===== config.mk =====
export PLATFORM = sky130hd
export DESIGN_NAME = two_class_ticket_queue_weighted_server
export DESIGN_NICKNAME = d
export VERILOG_FILES = /design/src/tcq_pkg.sv /design/src/tcq_ram.sv /design/src/tcq_datapath.sv /design/src/tcq_ctrl.sv /design/src/two_class_ticket_queue_weighted_server.sv
export SDC_FILE = /design/constraint.sdc
export NUM_CORES = 1
export LEC_CHECK = 0
export BUFFER_PORTS_ARGS = -buffer_cell sky130_fd_sc_hd__buf_2
export CORE_ASPECT_RATIO = 0.6
export CORE_MARGIN = 2
export CORE_UTILIZATION = 50
export CTS_CLUSTER_DIAMETER = 200
export DETAILED_ROUTE_END_ITERATION = 7
export HOLD_SLACK_MARGIN = 0.15
export PLACE_DENSITY = 0.77
export SYNTH_ARGS = -nofsm -noshare
export SYNTH_HDL_FRONTEND = slang
export SYNTH_HIERARCHICAL = 1
export SYNTH_SLANG_ARGS = --single-unit

===== constraint.sdc =====
create_clock -name clk -period 13.4 [get_ports clk]
set_input_delay 3.35 -clock clk [delete_from_list [all_inputs] [get_ports clk]]
set_output_delay 3.35 -clock clk [all_outputs]
set_load 0.01 [all_outputs]

===== src/tcq_pkg.sv =====
// ---------------------------------------------------------------------------
// Ticket queue shared definitions
// Widths, operation and status codes, the stored entry layout, the controller
// states and the command and status bundles between controller and datapath.
// ---------------------------------------------------------------------------
package tcq_pkg;

	localparam int TICKET_W  = 16;
	localparam int MINUTE_W  = 11;
	localparam int KIND_W    = 3;
	localparam int STATUS_W  = 2;
	localparam int RUN_W     = 4;
	localparam int TDATA_W   = 32;
	localparam int PAYLOAD_W = TICKET_W + MINUTE_W;
	localparam int PAD_W     = TDATA_W - PAYLOAD_W;
	localparam int OUSER_W   = STATUS_W + 1;

	localparam logic [RUN_W-1:0] RUN_MAX     = 4'd15;
	localparam logic [RUN_W-1:0] NPP_DEFAULT = 4'd2;

	// Operation codes carried on the input tuser.
	localparam logic [KIND_W-1:0] KIND_ENQ_NORMAL   = 3'd0;
	localparam logic [KIND_W-1:0] KIND_ENQ_PRIORITY = 3'd1;
	localparam logic [KIND_W-1:0] KIND_SERVE        = 3'd2;
	localparam logic [KIND_W-1:0] KIND_SEARCH       = 3'd3;
	localparam logic [KIND_W-1:0] KIND_CANCEL       = 3'd4;

	// Result status codes.
	localparam logic [STATUS_W-1:0] STATUS_DONE      = 2'd0;
	localparam logic [STATUS_W-1:0] STATUS_FULL      = 2'd1;
	localparam logic [STATUS_W-1:0] STATUS_EMPTY     = 2'd2;
	localparam logic [STATUS_W-1:0] STATUS_NOT_FOUND = 2'd3;

	// Class codes.
	localparam logic CLASS_NORMAL   = 1'b0;
	localparam logic CLASS_PRIORITY = 1'b1;

	typedef struct packed {
		logic [MINUTE_W-1:0] minute;
		logic [TICKET_W-1:0] ticket;
	} entry_t;

	typedef enum logic [3:0] {
		ST_IDLE,
		ST_DECODE,
		ST_SERVE_WB,
		ST_SCAN_RD,
		ST_SCAN_CMP,
		ST_SHIFT_RD,
		ST_SHIFT_WR,
		ST_RESP
	} state_t;

	// Commands from the controller; at most one is active in a cycle.
	typedef struct packed {
		logic capture;
		logic enq;
		logic res_empty;
		logic res_nop;
		logic serve_rd;
		logic serve_pop;
		logic scan_start;
		logic scan_rd;
		logic scan_next;
		logic scan_adv;
		logic res_found;
		logic res_miss;
		logic shift_rd;
		logic shift_wr;
		logic remove_done;
		logic out_load;
	} cmd_t;

	// Status from the datapath.
	typedef struct packed {
		logic [KIND_W-1:0] op;
		logic              both_empty;
		logic              scan_end;
		logic              hit;
		logic              cls;
		logic              shift_end;
		logic              out_free;
	} stat_t;

endpackage


===== src/tcq_ram.sv =====
// ---------------------------------------------------------------------------
// Ticket queue entry memory
// One write port and one read port with registered read data.
// ---------------------------------------------------------------------------
module tcq_ram #(
	parameter int DEPTH = 16
) (
	input  logic                     clk,
	input  logic                     we,
	input  logic [$clog2(DEPTH)-1:0] waddr,
	input  tcq_pkg::entry_t          wdata,
	input  logic [$clog2(DEPTH)-1:0] raddr,
	output tcq_pkg::entry_t          rdata
);

	tcq_pkg::entry_t mem [DEPTH];

	// Write port.
	always_ff @(posedge clk) begin
		if (we) begin
			mem[waddr] <= wdata;
		end
	end

	// Registered read port.
	always_ff @(posedge clk) begin
		rdata <= mem[raddr];
	end

endmodule


===== src/tcq_datapath.sv =====
// ---------------------------------------------------------------------------
// Ticket queue datapath
// Holds both circular queues with their heads and counts, the weighted turn
// state, the scan position, the pending result and the output register.
// ---------------------------------------------------------------------------
module tcq_datapath #(
	parameter int QUEUE_DEPTH = 16
) (
	input  logic                                   clk,
	input  logic                                   arst_n,
	input  tcq_pkg::cmd_t                          cmd,
	output tcq_pkg::stat_t                         stat,
	input  logic [tcq_pkg::TDATA_W-1:0]            in_tdata,
	input  logic [tcq_pkg::KIND_W-1:0]             in_tuser,
	input  logic                                   cfg_we,
	input  logic [tcq_pkg::RUN_W-1:0]              cfg_data,
	input  logic                                   out_tready,
	output logic                                   out_tvalid,
	output logic [tcq_pkg::TDATA_W-1:0]            out_tdata,
	output logic [tcq_pkg::OUSER_W-1:0]            out_tuser
);

	localparam int AW = $clog2(QUEUE_DEPTH);
	localparam int CW = $clog2(QUEUE_DEPTH + 1);
	localparam int SW = CW + 1;
	localparam logic [CW-1:0] DEPTH_C = CW'(QUEUE_DEPTH);
	localparam logic [SW-1:0] DEPTH_S = SW'(QUEUE_DEPTH);
	localparam logic [CW-1:0] ONE_C   = CW'(1);

	// Queue state.
	logic [AW-1:0] nhead_q, phead_q;
	logic [CW-1:0] ncount_q, pcount_q;
	logic          turn_q;
	logic [tcq_pkg::RUN_W-1:0] run_q, npp_q;
	logic [CW-1:0] k_q;
	logic          cls_q;

	// Captured transaction.
	logic [tcq_pkg::KIND_W-1:0]   op_q;
	logic [tcq_pkg::TICKET_W-1:0] tk_q;
	logic [tcq_pkg::MINUTE_W-1:0] mn_q;

	// Pending result and output register.
	logic [tcq_pkg::STATUS_W-1:0] res_status_q, out_status_q;
	logic [tcq_pkg::TICKET_W-1:0] res_ticket_q, out_ticket_q;
	logic [tcq_pkg::MINUTE_W-1:0] res_arrival_q, out_arrival_q;
	logic                         res_class_q, out_class_q;
	logic                         out_valid_q;

	// Memory ports.
	tcq_pkg::entry_t nrdata, prdata, rdata_sel, wdata;
	logic            we_n, we_p;
	logic [AW-1:0]   waddr, raddr;

	// Helpers.
	logic                 tgt_prio, tgt_full, pick_p;
	logic [AW-1:0]        tgt_head, cls_head;
	logic [CW-1:0]        tgt_count, cls_count, k_inc;
	logic [tcq_pkg::RUN_W-1:0] run_inc, run_pop;
	logic                 turn_pop, turn_norm;

	// Physical slot of the entry idx places behind head, with wrap.
	function automatic logic [AW-1:0] slot(input logic [AW-1:0] head,
		input logic [CW-1:0] idx);
		logic [SW-1:0] sum;
		sum = SW'(head) + SW'(idx);
		if (sum >= DEPTH_S) begin
			sum = sum - DEPTH_S;
		end
		return sum[AW-1:0];
	endfunction

	// Class selection and turn bookkeeping.
	always_comb begin
		tgt_prio  = op_q[0];
		tgt_head  = tgt_prio ? phead_q : nhead_q;
		tgt_count = tgt_prio ? pcount_q : ncount_q;
		tgt_full  = (tgt_count == DEPTH_C);
		cls_head  = cls_q ? phead_q : nhead_q;
		cls_count = cls_q ? pcount_q : ncount_q;
		k_inc     = k_q + ONE_C;
		pick_p    = (turn_q && (pcount_q != '0)) || (ncount_q == '0);
		rdata_sel = cls_q ? prdata : nrdata;
		run_inc   = (run_q != tcq_pkg::RUN_MAX) ? run_q + 4'd1 : run_q;
		turn_norm = (run_inc >= npp_q) ? 1'b1 : turn_q;
		if (!turn_norm && (ncount_q == ONE_C)) begin
			turn_norm = 1'b1;
		end
		if (cls_q) begin
			turn_pop = (ncount_q == '0);
			run_pop  = '0;
		end else begin
			turn_pop = turn_norm;
			run_pop  = run_inc;
		end
	end

	// Memory address and write selection.
	always_comb begin
		if (cmd.enq) begin
			waddr = slot(tgt_head, tgt_count);
			wdata = '{minute: mn_q, ticket: tk_q};
		end else begin
			waddr = slot(cls_head, k_q);
			wdata = rdata_sel;
		end
		we_n = (cmd.enq && !tgt_full && !tgt_prio) || (cmd.shift_wr && !cls_q);
		we_p = (cmd.enq && !tgt_full && tgt_prio) || (cmd.shift_wr && cls_q);
		if (cmd.serve_rd) begin
			raddr = pick_p ? phead_q : nhead_q;
		end else if (cmd.shift_rd) begin
			raddr = slot(cls_head, k_inc);
		end else begin
			raddr = slot(cls_head, k_q);
		end
	end

	tcq_ram #(.DEPTH(QUEUE_DEPTH)) u_normal_ram (
		.clk   (clk),
		.we    (we_n),
		.waddr (waddr),
		.wdata (wdata),
		.raddr (raddr),
		.rdata (nrdata)
	);

	tcq_ram #(.DEPTH(QUEUE_DEPTH)) u_priority_ram (
		.clk   (clk),
		.we    (we_p),
		.waddr (waddr),
		.wdata (wdata),
		.raddr (raddr),
		.rdata (prdata)
	);

	// Control registers: heads, counts, turn state, scan position, output valid.
	always_ff @(posedge clk or negedge arst_n) begin
		if (!arst_n) begin
			nhead_q     <= '0;
			phead_q     <= '0;
			ncount_q    <= '0;
			pcount_q    <= '0;
			turn_q      <= 1'b1;
			run_q       <= '0;
			npp_q       <= tcq_pkg::NPP_DEFAULT;
			k_q         <= '0;
			cls_q       <= tcq_pkg::CLASS_NORMAL;
			out_valid_q <= 1'b0;
		end else begin
			if (cfg_we) begin
				npp_q <= cfg_data;
			end
			if (cmd.enq && !tgt_full) begin
				if (tgt_prio) begin
					pcount_q <= pcount_q + ONE_C;
				end else begin
					ncount_q <= ncount_q + ONE_C;
				end
			end
			if (cmd.serve_rd) begin
				cls_q <= pick_p;
			end
			if (cmd.serve_pop) begin
				turn_q <= turn_pop;
				run_q  <= run_pop;
				if (cls_q) begin
					phead_q  <= slot(phead_q, ONE_C);
					pcount_q <= pcount_q - ONE_C;
				end else begin
					nhead_q  <= slot(nhead_q, ONE_C);
					ncount_q <= ncount_q - ONE_C;
				end
			end
			if (cmd.scan_start) begin
				k_q   <= '0;
				cls_q <= tcq_pkg::CLASS_NORMAL;
			end
			if (cmd.scan_next) begin
				k_q   <= '0;
				cls_q <= tcq_pkg::CLASS_PRIORITY;
			end
			if (cmd.scan_adv || cmd.shift_wr) begin
				k_q <= k_inc;
			end
			if (cmd.remove_done) begin
				if (cls_q) begin
					pcount_q <= pcount_q - ONE_C;
				end else begin
					ncount_q <= ncount_q - ONE_C;
				end
			end
			if (cmd.out_load) begin
				out_valid_q <= 1'b1;
			end else if (out_tready) begin
				out_valid_q <= 1'b0;
			end
		end
	end

	// Captured transaction fields.
	always_ff @(posedge clk) begin
		if (cmd.capture) begin
			op_q <= in_tuser;
			tk_q <= in_tdata[tcq_pkg::TICKET_W-1:0];
			mn_q <= in_tdata[tcq_pkg::PAYLOAD_W-1:tcq_pkg::TICKET_W];
		end
	end

	// Pending result.
	always_ff @(posedge clk) begin
		if (cmd.enq) begin
			res_status_q  <= tgt_full ? tcq_pkg::STATUS_FULL : tcq_pkg::STATUS_DONE;
			res_ticket_q  <= '0;
			res_arrival_q <= '0;
			res_class_q   <= tgt_prio;
		end else if (cmd.serve_pop) begin
			res_status_q  <= tcq_pkg::STATUS_DONE;
			res_ticket_q  <= rdata_sel.ticket;
			res_arrival_q <= rdata_sel.minute;
			res_class_q   <= cls_q;
		end else if (cmd.res_found) begin
			res_status_q  <= tcq_pkg::STATUS_DONE;
			res_ticket_q  <= tk_q;
			res_arrival_q <= rdata_sel.minute;
			res_class_q   <= cls_q;
		end else if (cmd.res_empty || cmd.res_miss || cmd.res_nop) begin
			res_status_q  <= cmd.res_empty ? tcq_pkg::STATUS_EMPTY :
				(cmd.res_miss ? tcq_pkg::STATUS_NOT_FOUND : tcq_pkg::STATUS_DONE);
			res_ticket_q  <= '0;
			res_arrival_q <= '0;
			res_class_q   <= tcq_pkg::CLASS_NORMAL;
		end
	end

	// Output register payload.
	always_ff @(posedge clk) begin
		if (cmd.out_load) begin
			out_status_q  <= res_status_q;
			out_ticket_q  <= res_ticket_q;
			out_arrival_q <= res_arrival_q;
			out_class_q   <= res_class_q;
		end
	end

	// Status toward the controller.
	always_comb begin
		stat.op         = op_q;
		stat.both_empty = (ncount_q == '0) && (pcount_q == '0);
		stat.scan_end   = (k_q >= cls_count);
		stat.hit        = (rdata_sel.ticket == tk_q);
		stat.cls        = cls_q;
		stat.shift_end  = (k_inc >= cls_count);
		stat.out_free   = !out_valid_q || out_tready;
	end

	assign out_tvalid = out_valid_q;
	assign out_tdata  = {{tcq_pkg::PAD_W{1'b0}}, out_arrival_q, out_ticket_q};
	assign out_tuser  = {out_class_q, out_status_q};

endmodule


===== src/tcq_ctrl.sv =====
// ---------------------------------------------------------------------------
// Ticket queue controller
// Sequences one operation at a time: capture, decode, the serve read, the
// search walk, the cancel compaction and the hand-off to the output register.
// ---------------------------------------------------------------------------
module tcq_ctrl (
	input  logic           clk,
	input  logic           arst_n,
	input  logic           in_tvalid,
	output logic           in_tready,
	input  tcq_pkg::stat_t stat,
	output tcq_pkg::cmd_t  cmd
);

	tcq_pkg::state_t state_q, state_d;

	// State register.
	always_ff @(posedge clk or negedge arst_n) begin
		if (!arst_n) begin
			state_q <= tcq_pkg::ST_IDLE;
		end else begin
			state_q <= state_d;
		end
	end

	// Next state and commands.
	always_comb begin
		state_d   = state_q;
		cmd       = '0;
		in_tready = 1'b0;
		case (state_q)
			tcq_pkg::ST_IDLE: begin
				in_tready = 1'b1;
				if (in_tvalid) begin
					cmd.capture = 1'b1;
					state_d     = tcq_pkg::ST_DECODE;
				end
			end
			tcq_pkg::ST_DECODE: begin
				case (stat.op)
					tcq_pkg::KIND_ENQ_NORMAL, tcq_pkg::KIND_ENQ_PRIORITY: begin
						cmd.enq = 1'b1;
						state_d = tcq_pkg::ST_RESP;
					end
					tcq_pkg::KIND_SERVE: begin
						if (stat.both_empty) begin
							cmd.res_empty = 1'b1;
							state_d       = tcq_pkg::ST_RESP;
						end else begin
							cmd.serve_rd = 1'b1;
							state_d      = tcq_pkg::ST_SERVE_WB;
						end
					end
					tcq_pkg::KIND_SEARCH, tcq_pkg::KIND_CANCEL: begin
						cmd.scan_start = 1'b1;
						state_d        = tcq_pkg::ST_SCAN_RD;
					end
					default: begin
						cmd.res_nop = 1'b1;
						state_d     = tcq_pkg::ST_RESP;
					end
				endcase
			end
			tcq_pkg::ST_SERVE_WB: begin
				cmd.serve_pop = 1'b1;
				state_d       = tcq_pkg::ST_RESP;
			end
			tcq_pkg::ST_SCAN_RD: begin
				if (!stat.scan_end) begin
					cmd.scan_rd = 1'b1;
					state_d     = tcq_pkg::ST_SCAN_CMP;
				end else if (stat.cls == tcq_pkg::CLASS_NORMAL) begin
					cmd.scan_next = 1'b1;
				end else begin
					cmd.res_miss = 1'b1;
					state_d      = tcq_pkg::ST_RESP;
				end
			end
			tcq_pkg::ST_SCAN_CMP: begin
				if (stat.hit) begin
					cmd.res_found = 1'b1;
					state_d = (stat.op == tcq_pkg::KIND_CANCEL) ? tcq_pkg::ST_SHIFT_RD
						: tcq_pkg::ST_RESP;
				end else begin
					cmd.scan_adv = 1'b1;
					state_d      = tcq_pkg::ST_SCAN_RD;
				end
			end
			tcq_pkg::ST_SHIFT_RD: begin
				if (stat.shift_end) begin
					cmd.remove_done = 1'b1;
					state_d         = tcq_pkg::ST_RESP;
				end else begin
					cmd.shift_rd = 1'b1;
					state_d      = tcq_pkg::ST_SHIFT_WR;
				end
			end
			tcq_pkg::ST_SHIFT_WR: begin
				cmd.shift_wr = 1'b1;
				state_d      = tcq_pkg::ST_SHIFT_RD;
			end
			tcq_pkg::ST_RESP: begin
				if (stat.out_free) begin
					cmd.out_load = 1'b1;
					state_d      = tcq_pkg::ST_IDLE;
				end
			end
			default: begin
				state_d = tcq_pkg::ST_IDLE;
			end
		endcase
	end

endmodule


===== src/two_class_ticket_queue_weighted_server.sv =====
// ---------------------------------------------------------------------------
// Two-class ticket queue with weighted turn server
// Normal and priority circular queues of tickets with enqueue, serve, search
// and cancel operations; one result transaction per input transaction.
//
// Channel   Direction  Handshake                     Content
// s_axis    in         s_axis_tvalid/s_axis_tready   tuser: kind; tdata: ticket, minute
// m_axis    out        m_axis_tvalid/m_axis_tready   tuser: status, class; tdata: ticket, minute
// cfg       in         cfg_we (no wait)              normal tickets per priority turn
//
// Serve reads and pops the head of the chosen queue unless both are empty;
// search reads and compares each entry of the normal queue, then of the
// priority one; cancel then moves each later entry up with a read and a
// write. The single memory read port of each queue paces the walk. A new
// transaction is accepted once the previous result sits in the output
// register; a stalled output only holds the following result in its last
// step. Reset empties both queues and needs no clearing pass.
// ---------------------------------------------------------------------------
module two_class_ticket_queue_weighted_server #(
	parameter int QUEUE_DEPTH = 16
) (
	input  logic                              clk,
	input  logic                              arst_n,
	input  logic                              s_axis_tvalid,
	output logic                              s_axis_tready,
	// [15:0] ticket, [26:16] arrival_minute, [31:27] zero
	input  logic [tcq_pkg::TDATA_W-1:0]       s_axis_tdata,
	// [2:0] kind
	input  logic [tcq_pkg::KIND_W-1:0]        s_axis_tuser,
	output logic                              m_axis_tvalid,
	input  logic                              m_axis_tready,
	// [15:0] ticket_out, [26:16] arrival_out, [31:27] zero
	output logic [tcq_pkg::TDATA_W-1:0]       m_axis_tdata,
	// [1:0] status, [2] which_class
	output logic [tcq_pkg::OUSER_W-1:0]       m_axis_tuser,
	input  logic                              cfg_we,
	input  logic [tcq_pkg::RUN_W-1:0]         cfg_data
);

	tcq_pkg::cmd_t  cmd;
	tcq_pkg::stat_t stat;

	tcq_ctrl u_ctrl (
		.clk       (clk),
		.arst_n    (arst_n),
		.in_tvalid (s_axis_tvalid),
		.in_tready (s_axis_tready),
		.stat      (stat),
		.cmd       (cmd)
	);

	tcq_datapath #(.QUEUE_DEPTH(QUEUE_DEPTH)) u_datapath (
		.clk        (clk),
		.arst_n     (arst_n),
		.cmd        (cmd),
		.stat       (stat),
		.in_tdata   (s_axis_tdata),
		.in_tuser   (s_axis_tuser),
		.cfg_we     (cfg_we),
		.cfg_data   (cfg_data),
		.out_tready (m_axis_tready),
		.out_tvalid (m_axis_tvalid),
		.out_tdata  (m_axis_tdata),
		.out_tuser  (m_axis_tuser)
	);

`ifndef ASSERT_OFF
	// The controller never issues two commands in one cycle.
	a_one_cmd: assert property (@(posedge clk) disable iff (!arst_n)
		$onehot0(cmd))
		else $error("more than one datapath command active");

	// A result is never loaded over one that has not been taken.
	a_no_overwrite: assert property (@(posedge clk) disable iff (!arst_n)
		cmd.out_load |-> (!m_axis_tvalid || m_axis_tready))
		else $error("output register overwritten");

	// In the cycle after an input transaction is accepted, the block does not accept another.
	a_busy_after_accept: assert property (@(posedge clk) disable iff (!arst_n)
		(s_axis_tvalid && s_axis_tready) |=> !s_axis_tready)
		else $error("input accepted while an operation is in progress");

	// A result transaction follows a load into the output register.
	a_load_valid: assert property (@(posedge clk) disable iff (!arst_n)
		cmd.out_load |=> m_axis_tvalid)
		else $error("loaded result not presented");
`endif

endmodule


# --- Yosys cells after proc, flatten, opt, wreduce, memory -nomap -nowiden ---
# Memories as Yosys holds them, arrays and structs flattened. A register that Yosys moved wholly into a read port is not among the register bits.
# Cells that the tools add are included.
op_classes:
  n_reduce_logical: 36
  bitwise: 1
  order_cmp: 8
  mux: 100
  eq_ne: 18
  addsub: 16
ops:
  columns: ["cell", "count"]
  rows:
  - ["5-bit 2-to-1 mux", 17]
  - ["4-bit 2-to-1 mux", 19]
  - ["27-bit 2-to-1 mux", 2]
  - ["16-bit 2-to-1 mux", 3]
  - ["1-bit 2-to-1 mux", 45]
  - ["11-bit 2-to-1 mux", 3]
  - ["4-bit case mux with 8 select lines", 1]
  - ["4-bit by 1-bit subtractor with 4-bit output, second input constant", 5]
  - ["4-bit by 5-bit adder with 6-bit output", 3]
  - ["6-bit by 5-bit >= comparator with 1-bit output, second input constant", 3]
  - ["16-bit == test", 1]
  - ["4-bit by 3-bit == test with 1-bit output, second input constant", 4]
  - ["2-bit 2-to-1 mux", 8]
  - ["5-bit by 1-bit adder with 5-bit output, second input constant", 3]
  - ["4-bit by 1-bit adder with 5-bit output, second input constant", 2]
  - ["5-bit >= comparator", 2]
  - ["5-bit >= comparator, second input constant", 2]
  - ["5-bit logical NOT", 2]
  - ["5-bit by 1-bit subtractor with 5-bit output, second input constant", 2]
  - ["3-bit nonzero test", 3]
  - ["4-bit by 2-bit == test with 1-bit output, second input constant", 2]
  - ["1-bit logical AND", 8]
  - ["1-bit logical OR", 7]
  - ["3-bit by 2-bit == test with 1-bit output, second input constant", 2]
  - ["other kinds (23)", 30]
totals:
  n_memories: 2
  input_bits: 44
  out_inout_bits: 37
  wordCells: 203
  mem_bits_rw: 864
  register_bits: 128
mem_list:
  columns: ["memory", "words", "word_bits", "rd", "rd_clocked_by_memory_dff", "wr", "line_no", "source"]
  rows:
  - ["u_datapath.u_normal_ram.mem", 16, 27, 1, 1, 1, "tcq_ram.sv:16", "tcq_pkg::entry_t mem [DEPTH];"]
  - ["u_datapath.u_priority_ram.mem", 16, 27, 1, 1, 1, "tcq_ram.sv:16", null]

# --- Logic depth before layout (Yosys ltp) ---
# Gate-level depths: netlist of the first run.
depth:
  word_depth: 11
  depth_mapped: 23
  mapped_depth_nobuf: 15

# --- Hierarchy ---
# The synthesis of the first run kept the hierarchy.
modules_own_cells:
  columns: ["module", "area_per_inst_um2", "n_inst", "seq_area_each_um2", "cells_each"]
  rows:
  - ["tcq_ram at u_datapath.u_normal_ram", 16893.7, 1, 13513.0, 710]
  - ["tcq_ram at u_datapath.u_priority_ram", 16892.5, 1, 13513.0, 710]
  - ["tcq_datapath", 6571.3, 1, 3285.7, 599]
  - ["tcq_ctrl", 422.9, 1, 75.1, 58]

# --- Worst setup path after synthesis of the first run ---
# No wires, ideal clock.
synth_path:
  path_kind: "reg2reg"
  start: "register u_datapath.cls_q"
  end: "memory u_datapath/u_normal_ram/mem[0][0] (netlist name) (enable)"
  path_stages_with_launch: 13
  path_buffers: 3
  required_time_ns: 12.955
  arrival_ns: 4.714
  synth_period_minus_slack_ns: 5.159
  setup_ns: 0.445
  slack_ns: 8.241
  cell_sequence: "dfrtp_1 clkbuf_1 buf_2 buf_2 mux2i_1 inv_1 ha_1 a21o_1 a21oi_1 xnor2_1 mux2_2 or3b_2 nor3_1"
synth_via:
  elab_chain_len: 5
  elab_cells_between_ends: 11
  cone_classes: "add/sub: 2; order compare: 1; mux: 5; reduce/logical: 3"
synth_lines:
  columns: ["element", "line_no", "source"]
  rows:
  - ["start, declared", "tcq_datapath.sv:36", "logic cls_q;"]
  - ["start signal, assigned", "tcq_datapath.sv:147", "cls_q <= tcq_pkg::CLASS_NORMAL;"]
  - ["start signal, assigned", "tcq_datapath.sv:161", "cls_q <= pick_p;"]
  - ["start signal, assigned", "tcq_datapath.sv:176", "cls_q <= tcq_pkg::CLASS_NORMAL;"]
  - ["4-bit 2-to-1 mux (*)", "tcq_datapath.sv:79", "cls_head = cls_q ? phead_q : nhead_q;"]
  - ["4-bit by 5-bit adder with 6-bit output (*)", "tcq_datapath.sv:66", "sum = SW'(head) + SW'(idx);"]
  - ["6-bit by 5-bit >= comparator with 1-bit output / 4-bit by 1-bit subtractor with 4-bit output (equally long branches)", "tcq_datapath.sv:67, tcq_datapath.sv:68", null]
  - ["4-bit 2-to-1 mux (*)", "tcq_datapath.sv:67", "if (sum >= DEPTH_S) begin"]
  - ["4-bit 2-to-1 mux (*)", "tcq_datapath.sv:100", "if (cmd.enq) begin"]
  - ["named net u_datapath.waddr[3]", "tcq_datapath.sv:53", "logic [AW-1:0] waddr, raddr;"]
  - ["end, declared", "tcq_ram.sv:16", null]
# The timed path passes the listed nets; every way through them passes the cells marked *.

==> impl_metrics.env, run 1 <==
export IMPL_fp_dieW_um=373
export IMPL_viasPerCell=6.22
export IMPL_die_area_um2=83900
export IMPL_routed_wl_um=94000
export IMPL_critPathSlowestCell="buf_4"
export IMPL_cp_arrival_ns=6.78
export IMPL_worst_skew_pair_late_latency_ns=0.67
export IMPL_skew_ns=0.0197
export IMPL_post_drt_wl_per_cell_um=27.9
export IMPL_setup_viol=0
export IMPL_rows=81
export IMPL_grt_pass1_vias=21000
export IMPL_num_vias=20900
export IMPL_firstDrtPassIters=7
export IMPL_syn_inst=2076
export IMPL_path_cells="buf_4 > mux2i_1 > ha_1 > nor2_1 > a21oi_1 > nor2_1 > xnor2_1 > nor2_1 > a21oi_4 > buf_4 > buf_12 > mux4_2 > a22oi_1 > nand2_1"
export IMPL_cp_num_buf_inv=3
export IMPL_drc=0
export IMPL_max_stage_delay_ns=0.80
export IMPL_start_util_pct=50.3
export IMPL_final_common_cell="edfxtp_1"
export IMPL_fillCellCount=5773
export IMPL_dp_hpwl_um=51600
export IMPL_grt_pass1_wl_um=137000
export IMPL_setup_tns_final_ns=0
export IMPL_root_buffer="clkbuf_16"
export IMPL_status="complete, no violations"
export IMPL_cts_htree_levels=3
export IMPL_cp_end_kind="flip-flop"
export IMPL_grt_usage_pct=22.4
export IMPL_drive_gt1_share_pct=27.9
export IMPL_rsz0062_at_grt="no"
export IMPL_cp_top_family="buffers and inverters"
export IMPL_die_h_um=225
export IMPL_synth_avg_cell_area_um2=19.6
export IMPL_antenna_left=0
export IMPL_syn_cell_area_um2=40800
export IMPL_min_path_type="flip-flop to flip-flop"
export IMPL_gp_congestion=0.820
export IMPL_multi_input_area_um2=10000
export IMPL_post_route_min_period_ns=6.23
export IMPL_startpoint_type="flip-flop"
export IMPL_cp_required_ns=13.95
export IMPL_critPathMaxFanout=117
export IMPL_nets=2285
export IMPL_cts_buffer_depth=3
export IMPL_drt_iter0_markers=3052
export IMPL_cts_resized=0
export IMPL_path_class="flip-flop to flip-flop"
export IMPL_cts_tree="yes"
export IMPL_coreArea_um2=81100
export IMPL_ff_latch_area_um2=30400
export IMPL_area_delta_synth_final_pct=12.5
export IMPL_yosys_warnings=6
export IMPL_diodes=0
export IMPL_antenna_found_initial=0
export IMPL_finalCritPeriodShare_pct=46.5
export IMPL_max_cap_viol_count=0
export IMPL_worst_pin_slew_ns=1.40
export IMPL_hold_violations=0
export IMPL_final_max_slew_violation_count=0
export IMPL_cts_made_buffers=93
export IMPL_grt_overflow=0
export IMPL_critPathMostFrequentCell="nor2_1"
export IMPL_grt_max_degree=160
export IMPL_slew_headroom_pct=6.66
export IMPL_io_buffers=70
export IMPL_io_pins=81
export IMPL_path_clk_slew_ns=0.07
export IMPL_layout_common_cells="edfxtp_1, mux4_2, nand2_1, clkbuf_16, dfxtp_1"
export IMPL_cts_sinks=1045
export IMPL_hold_buffers=0
export IMPL_fmax_mhz=160
export IMPL_cts_setup_buffers=0
-- registers in the layout (all words and copies together) (netlist names), 5 cells and up --
register and count:
u_datapath/mn_q 11, u_datapath/u_priority_ram/mem 432, u_datapath/u_priority_ram/rdata 27, u_datapath/u_normal_ram/rdata 27, u_datapath/out_ticket_q 16, u_datapath/u_normal_ram/mem 432, u_datapath/out_arrival_q 11, u_datapath/res_arrival_q 11
u_datapath/pcount_q 5, u_datapath/tk_q 16, u_datapath/res_ticket_q 16, u_datapath/k_q 5, u_datapath/ncount_q 5
-- layer usage --
metal / share of wire (%) / GRT usage (%) / wire, um / up-vias
li1: - / - / - / 8593
met1: 41 / 33.0 / 38200 / 10900
met2: 46 / 33.8 / 42800 / 1256
met3: 12 / 5.82 / 11100 / 139
met4: 2.0 / 5.65 / 1860 / 0
met5: 0 / 0 / 0 / -
-- path summary, 6_finish.rpt --
path                            slack [ns]  depth (start not counted)                            endpoint                       start
worst max-delay path                  7.17                         14  u_datapath/u_priority_ram/rdata[2]            u_datapath/cls_q
worst min-delay path                  0.43                          0          u_datapath/out_ticket_q[1]  u_datapath/res_ticket_q[1]
worst max register to register        7.17                         14  u_datapath/u_priority_ram/rdata[2]            u_datapath/cls_q
worst min register to register        0.43                          0          u_datapath/out_ticket_q[1]  u_datapath/res_ticket_q[1]
max in group asynchronous            10.01                          1                    u_datapath/cls_q                      arst_n
min in group asynchronous             2.79                          1                   u_datapath/k_q[1]                      arst_n
-- metrics by stage --
step                hold slack (ns)  utilization, %  instance area [um^2]  instances  setup WS (ns)
floorplan                     0.400               -                 40800       2080           8.24
global placement              0.420            52.8                 42800       3190           7.23
detailed placement            0.417            52.8                 42800       3190           7.17
CTS                           0.431            56.6                 45900       3366           7.13
global route                  0.428            56.6                 45900       3366           6.63
finish                        0.427            56.6                 45900       3366           7.17
-- final cells by class --
type,count,share of cell area [%]
Clock buffer,132,5.68
Inverter,41,0.335
Timing Repair Buffer,136,1.90
Tap cell,1079,2.94
Multi-Input combinational cell,889,21.9
Clock inverter,44,1.05
Sequential cell,1045,66.2
Power of run 1 is not shown: default switching activity piles up to over one toggle a cycle in this logic, so the estimate is an artifact.
==> run 2, diff against run 1 <==
Clock period 13.4 ns to 6.31 ns, I/O delays scaled along.
==> run 2 against run 1 <==
Die area stayed put. Clock-buffer cell count is 3 lower. Critical endpoint unchanged. Worst hold slack improved by 0.0048 ns. Fmax up 21%. Largest cell class unchanged. Global-route usage up 0.58 points. Sequential cell count unchanged.
==> impl_metrics.env, run 2 (synthesized netlist as in run 1, its figures left out) <==
export IMPL_cp_num_buf_inv=3
export IMPL_hp_start="u_datapath/res_arrival_q[5]"
export IMPL_met3_usage_pct=7.29
export IMPL_cts_made_buffers=91
export IMPL_path_cells="buf_4 > mux2i_1 > ha_1 > nor2_1 > a21oi_1 > nor2_1 > xnor2_1 > nor2_1 > a21oi_4 > buf_12 > buf_12 > mux4_2 > a22oi_1 > nand2_1"
export IMPL_busiest_layer="met2"
export IMPL_fp_dieW_um=373
export IMPL_max_cap_viol_count=0
export IMPL_io_pins=81
export IMPL_antenna_left=0
export IMPL_max_stage_delay_ns=0.74
export IMPL_critPathSlowestCell="dfrtp_2"
export IMPL_cts_tree="yes"
export IMPL_post_route_util_pct=56.7
export IMPL_path_class="flip-flop to flip-flop"
export IMPL_finalCritPeriodShare_pct=81.5
export IMPL_hold_violations=0
export IMPL_routed_wl_um=95900
export IMPL_met2_usage_pct=34.0
export IMPL_gp_congestion=0.863
export IMPL_worst_skew_pair_late_latency_ns=0.66
export IMPL_root_buffer="clkbuf_16"
export IMPL_setup_viol=0
export IMPL_cp_top_family="buffers and inverters"
export IMPL_die_h_um=225
export IMPL_cts_buffer_depth=3
export IMPL_grt_pass1_wl_um=139000
export IMPL_setup_tns_final_ns=0
export IMPL_diodes=0
export IMPL_post_drt_wl_per_cell_um=28.4
export IMPL_viasPerCell=6.23
export IMPL_fillCellCount=5772
export IMPL_cts_setup_buffers=0
export IMPL_whs_ns=0.431
export IMPL_dp_cells=3206
export IMPL_largestRegisters="u_datapath/u_normal_ram/mem (432), u_datapath/u_priority_ram/mem (432)"
export IMPL_fmax_mhz=194
export IMPL_dp_hpwl_um=55200
export IMPL_cts_resized=0
export IMPL_multi_input_area_um2=10000
export IMPL_hold_buffers=0
export IMPL_final_common_cell="edfxtp_1"
export IMPL_cp_required_ns=6.84
export IMPL_critPathMostFrequentCell="nor2_1"
export IMPL_start_util_pct=50.3
export IMPL_grt_usage_pct=23.0
export IMPL_antenna_found_initial=0
export IMPL_final_cells=3376
export IMPL_r2r_start="u_datapath/cls_q"
export IMPL_area_delta_synth_final_pct=12.7
export IMPL_grt_max_degree=58
export IMPL_status="complete, no violations"
export IMPL_cts_htree_levels=3
export IMPL_drc=0
export IMPL_startpoint_type="flip-flop"
export IMPL_io_buffers=70
export IMPL_drt_iter0_markers=2624
export IMPL_slew_headroom_pct=10.3
export IMPL_final_max_slew_violation_count=0
export IMPL_firstDrtPassIters=5
export IMPL_grt_overflow=0
export IMPL_nets=2299
export IMPL_coreArea_um2=81100
export IMPL_path_clk_slew_ns=0.07
export IMPL_min_path_type="flip-flop to flip-flop"
export IMPL_cts_sinks=1045
export IMPL_grt_pass1_vias=20700
export IMPL_cp_end_kind="flip-flop"
export IMPL_crit_path_start="u_datapath/cls_q"
export IMPL_post_route_min_period_ns=5.14
export IMPL_ff_latch_area_um2=30400
export IMPL_use_met1_pct=32.8
export IMPL_die_area_um2=83900
export IMPL_skew_ns=0.0250
export IMPL_rows=81
export IMPL_cp_arrival_ns=5.67
export IMPL_rsz0062_at_grt="no"
export IMPL_critPathMaxFanout=57
export IMPL_drive_gt1_share_pct=28.0
export IMPL_worst_pin_slew_ns=1.34
export IMPL_num_vias=21000
export IMPL_layout_common_cells="edfxtp_1, mux4_2, nand2_1, clkbuf_16, dfxtp_1"
[run 2: area by class of cell]
class                      count  share of cell area [%]
clock buffer                 129                    5.54
sequential                  1045                    66.1
tap                         1079                    2.94
multi-input combinational    889                    21.8
inverter                      41                   0.335
clock inverter                41                   0.752
timing repair buffer         152                    2.46
[run 2: path summary, 6_finish.rpt]
| check | to | slack [ns] | cells after the start |
|---|---|---|---|
| setup / recovery | u_datapath/u_priority_ram/rdata[2] | 1.17 | 14 |
| hold / removal | u_datapath/out_arrival_q[5] | 0.43 | 0 |
| setup reg to reg | u_datapath/u_priority_ram/rdata[2] | 1.17 | 14 |
| hold reg to reg | u_datapath/out_arrival_q[5] | 0.43 | 0 |
| max in group asynchronous | u_datapath/cls_q | 4.67 | 1 |
| min in group asynchronous | u_datapath/out_tvalid | 1.04 | 1 |
[run 2: metal layers]
metal	routed length, um	part of all wire [%]
met5	0	0
met2	42600	44
met3	12400	13
met1	38000	40
met4	3010	3.1
[run 2: stage by stage]
stage | setup WS [ns] | area, um^2
2_1_floorplan | 1.15 | 40800
6_report | 1.17 | 45900
3_5_place_dp | 1.24 | 43000
4_1_cts | 1.15 | 45900
3_3_place_gp | 1.30 | 43000
5_1_grt | 0.837 | 45900
Power of run 2 is left out for the same reason.
==> run 3, diff against run 2 <==
Settings changed: PLACE_DENSITY 0.77 to 0.79.
Clock period 6.31 ns to 4.7 ns, I/O delays scaled along.
==> run 3 against run 2 <==
Sequential cell count unchanged. Critical path depth unchanged. Design area increased by 0.98%. Clock skew decreased by 0.0039 ns. Wire length decreased by 1.7%. Non-clock buffer count increased by 29. Via count increased by 0.65%. First-iteration DRC count increased by 3.2%. Setup slack got worse by 0.80 ns. Register-to-register slack got worse by 0.80 ns. Sequential share of layout area decreased by 0.64 points. Die area unchanged.
==> impl_metrics.env, run 3 (synthesized netlist as in run 1, its figures left out) <==
export IMPL_cts_sinks=1045
export IMPL_antenna_left=0
export IMPL_cp_required_ns=5.24
export IMPL_grt_max_degree=75
export IMPL_drc=0
export IMPL_rsz0062_at_grt="no"
export IMPL_die_area_um2=83900
export IMPL_coreArea_um2=81100
export IMPL_setup_viol=0
export IMPL_grt_pass1_vias=21000
export IMPL_cp_end_kind="flip-flop"
export IMPL_io_pins=81
export IMPL_cts_tree="yes"
export IMPL_finalWorstSetupSlack_ns=0.371
export IMPL_cts_htree_levels=3
export IMPL_routed_wl_um=94300
export IMPL_grt_usage_pct=22.5
export IMPL_path_class="flip-flop to flip-flop"
export IMPL_cp_top_family="compound AO/OA/AOI/OAI gates"
export IMPL_whs_ns=0.423
export IMPL_io_buffers=70
export IMPL_fmax_mhz=231
export IMPL_pre_cts_slack_ns=0.387
export IMPL_nets=2328
export IMPL_post_drt_wl_per_cell_um=27.7
export IMPL_final_common_cell="edfxtp_1"
export IMPL_max_cap_viol_count=0
export IMPL_drive_gt1_share_pct=29.4
export IMPL_root_buffer="clkbuf_16"
export IMPL_largestRegisters="u_datapath/u_normal_ram/mem (432), u_datapath/u_priority_ram/mem (432)"
export IMPL_critPathSlowestCell="mux4_2"
export IMPL_post_route_util_pct=57.2
export IMPL_min_path_type="flip-flop to flip-flop"
export IMPL_post_route_min_period_ns=4.33
export IMPL_start_util_pct=50.3
export IMPL_cts_buffer_depth=3
export IMPL_slew_headroom_pct=25.9
export IMPL_area_delta_synth_final_pct=13.8
export IMPL_worst_skew_pair_late_latency_ns=0.67
export IMPL_cts_made_buffers=91
export IMPL_path_depth=14
export IMPL_reg2regPathDepth=14
export IMPL_max_stage_delay_ns=0.59
export IMPL_fillCellCount=5715
export IMPL_skew_ns=0.0211
export IMPL_die_h_um=225
export IMPL_cp_num_buf_inv=1
export IMPL_viasPerCell=6.22
export IMPL_hold_violations=0
export IMPL_dp_hpwl_um=54400
export IMPL_antenna_found_initial=1
export IMPL_fp_dieW_um=373
export IMPL_critPathMaxFanout=72
export IMPL_drt_iter0_markers=2709
export IMPL_path_clk_slew_ns=0.07
export IMPL_rows=81
export IMPL_layout_common_cells="edfxtp_1, mux4_2, nand2_1, buf_4, clkbuf_16"
export IMPL_setup_tns_final_ns=0
export IMPL_worst_pin_slew_ns=1.09
export IMPL_status="complete, no violations"
export IMPL_gp_congestion=0.861
export IMPL_startpoint_type="flip-flop"
export IMPL_finalCritPeriodShare_pct=92.1
export IMPL_num_vias=21200
export IMPL_hold_depth=0
export IMPL_path_cells="ha_1 > xor2_1 > ha_1 > nor2b_1 > o21ai_0 > a21oi_1 > nor2_1 > xnor2_1 > nor2_1 > a21oi_4 > buf_16 > mux4_2 > a22oi_2 > nand2_1"
export IMPL_grt_overflow=0
export IMPL_reg2reg_slack_ns=0.37
export IMPL_final_max_slew_violation_count=0
export IMPL_grt_pass1_wl_um=138000
export IMPL_firstDrtPassIters=7
export IMPL_cp_arrival_ns=4.87
## run 3: cell type report
class / instances / area (um^2) / share of cell area [%]
multi-input combinational: 889 / 10100 / 21.7
sequential: 1045 / 30400 / 65.5
inverter: 41 / 154 / 0.332
clock inverter: 41 / 450 / 0.971
timing repair buffer: 181 / 1370 / 2.95
clock buffer: 129 / 2620 / 5.64
tap: 1079 / 1350 / 2.91
antenna: 1 / 2.50 / 0.00539
## run 3: worst paths after layout
| kind | from | to |
|---|---|---|
| worst max-delay path | u_datapath/k_q[0] | u_datapath/u_normal_ram/rdata[21] |
| worst min-delay path | u_datapath/res_status_q[1] | u_datapath/out_status_q[1] |
| worst max register to register | u_datapath/k_q[0] | u_datapath/u_normal_ram/rdata[21] |
| worst min register to register | u_datapath/res_status_q[1] | u_datapath/out_status_q[1] |
| max in group asynchronous | arst_n | u_datapath/cls_q |
| min in group asynchronous | arst_n | u_datapath/out_tvalid |
## run 3: timing repair
action / CTS / global route
setup buffers: 0 / 0
gates resized for setup: 0 / 1
setup endpoints to repair: 0 / 2
hold buffers: 0 / 0
## run 3: layer usage
metal  track usage (%)  vias up  wire (um)
li1                  -     8695          -
met1              33.4    11000      37500
met2              34.5     1294      43100
met3              4.62      170      11800
met4              6.02        0       1930
met5                 0        -          0
## run 3: per-stage QoR
| stage | cell area, um^2 | std cells |
|---|---|---|
| floorplan | 40800 | 2080 |
| global placement | 43300 | 3235 |
| detailed placement | 43300 | 3235 |
| CTS | 46400 | 3405 |
| global route | 46400 | 3405 |
| finish | 46400 | 3406 |
Power of run 3 is left out for the same reason.
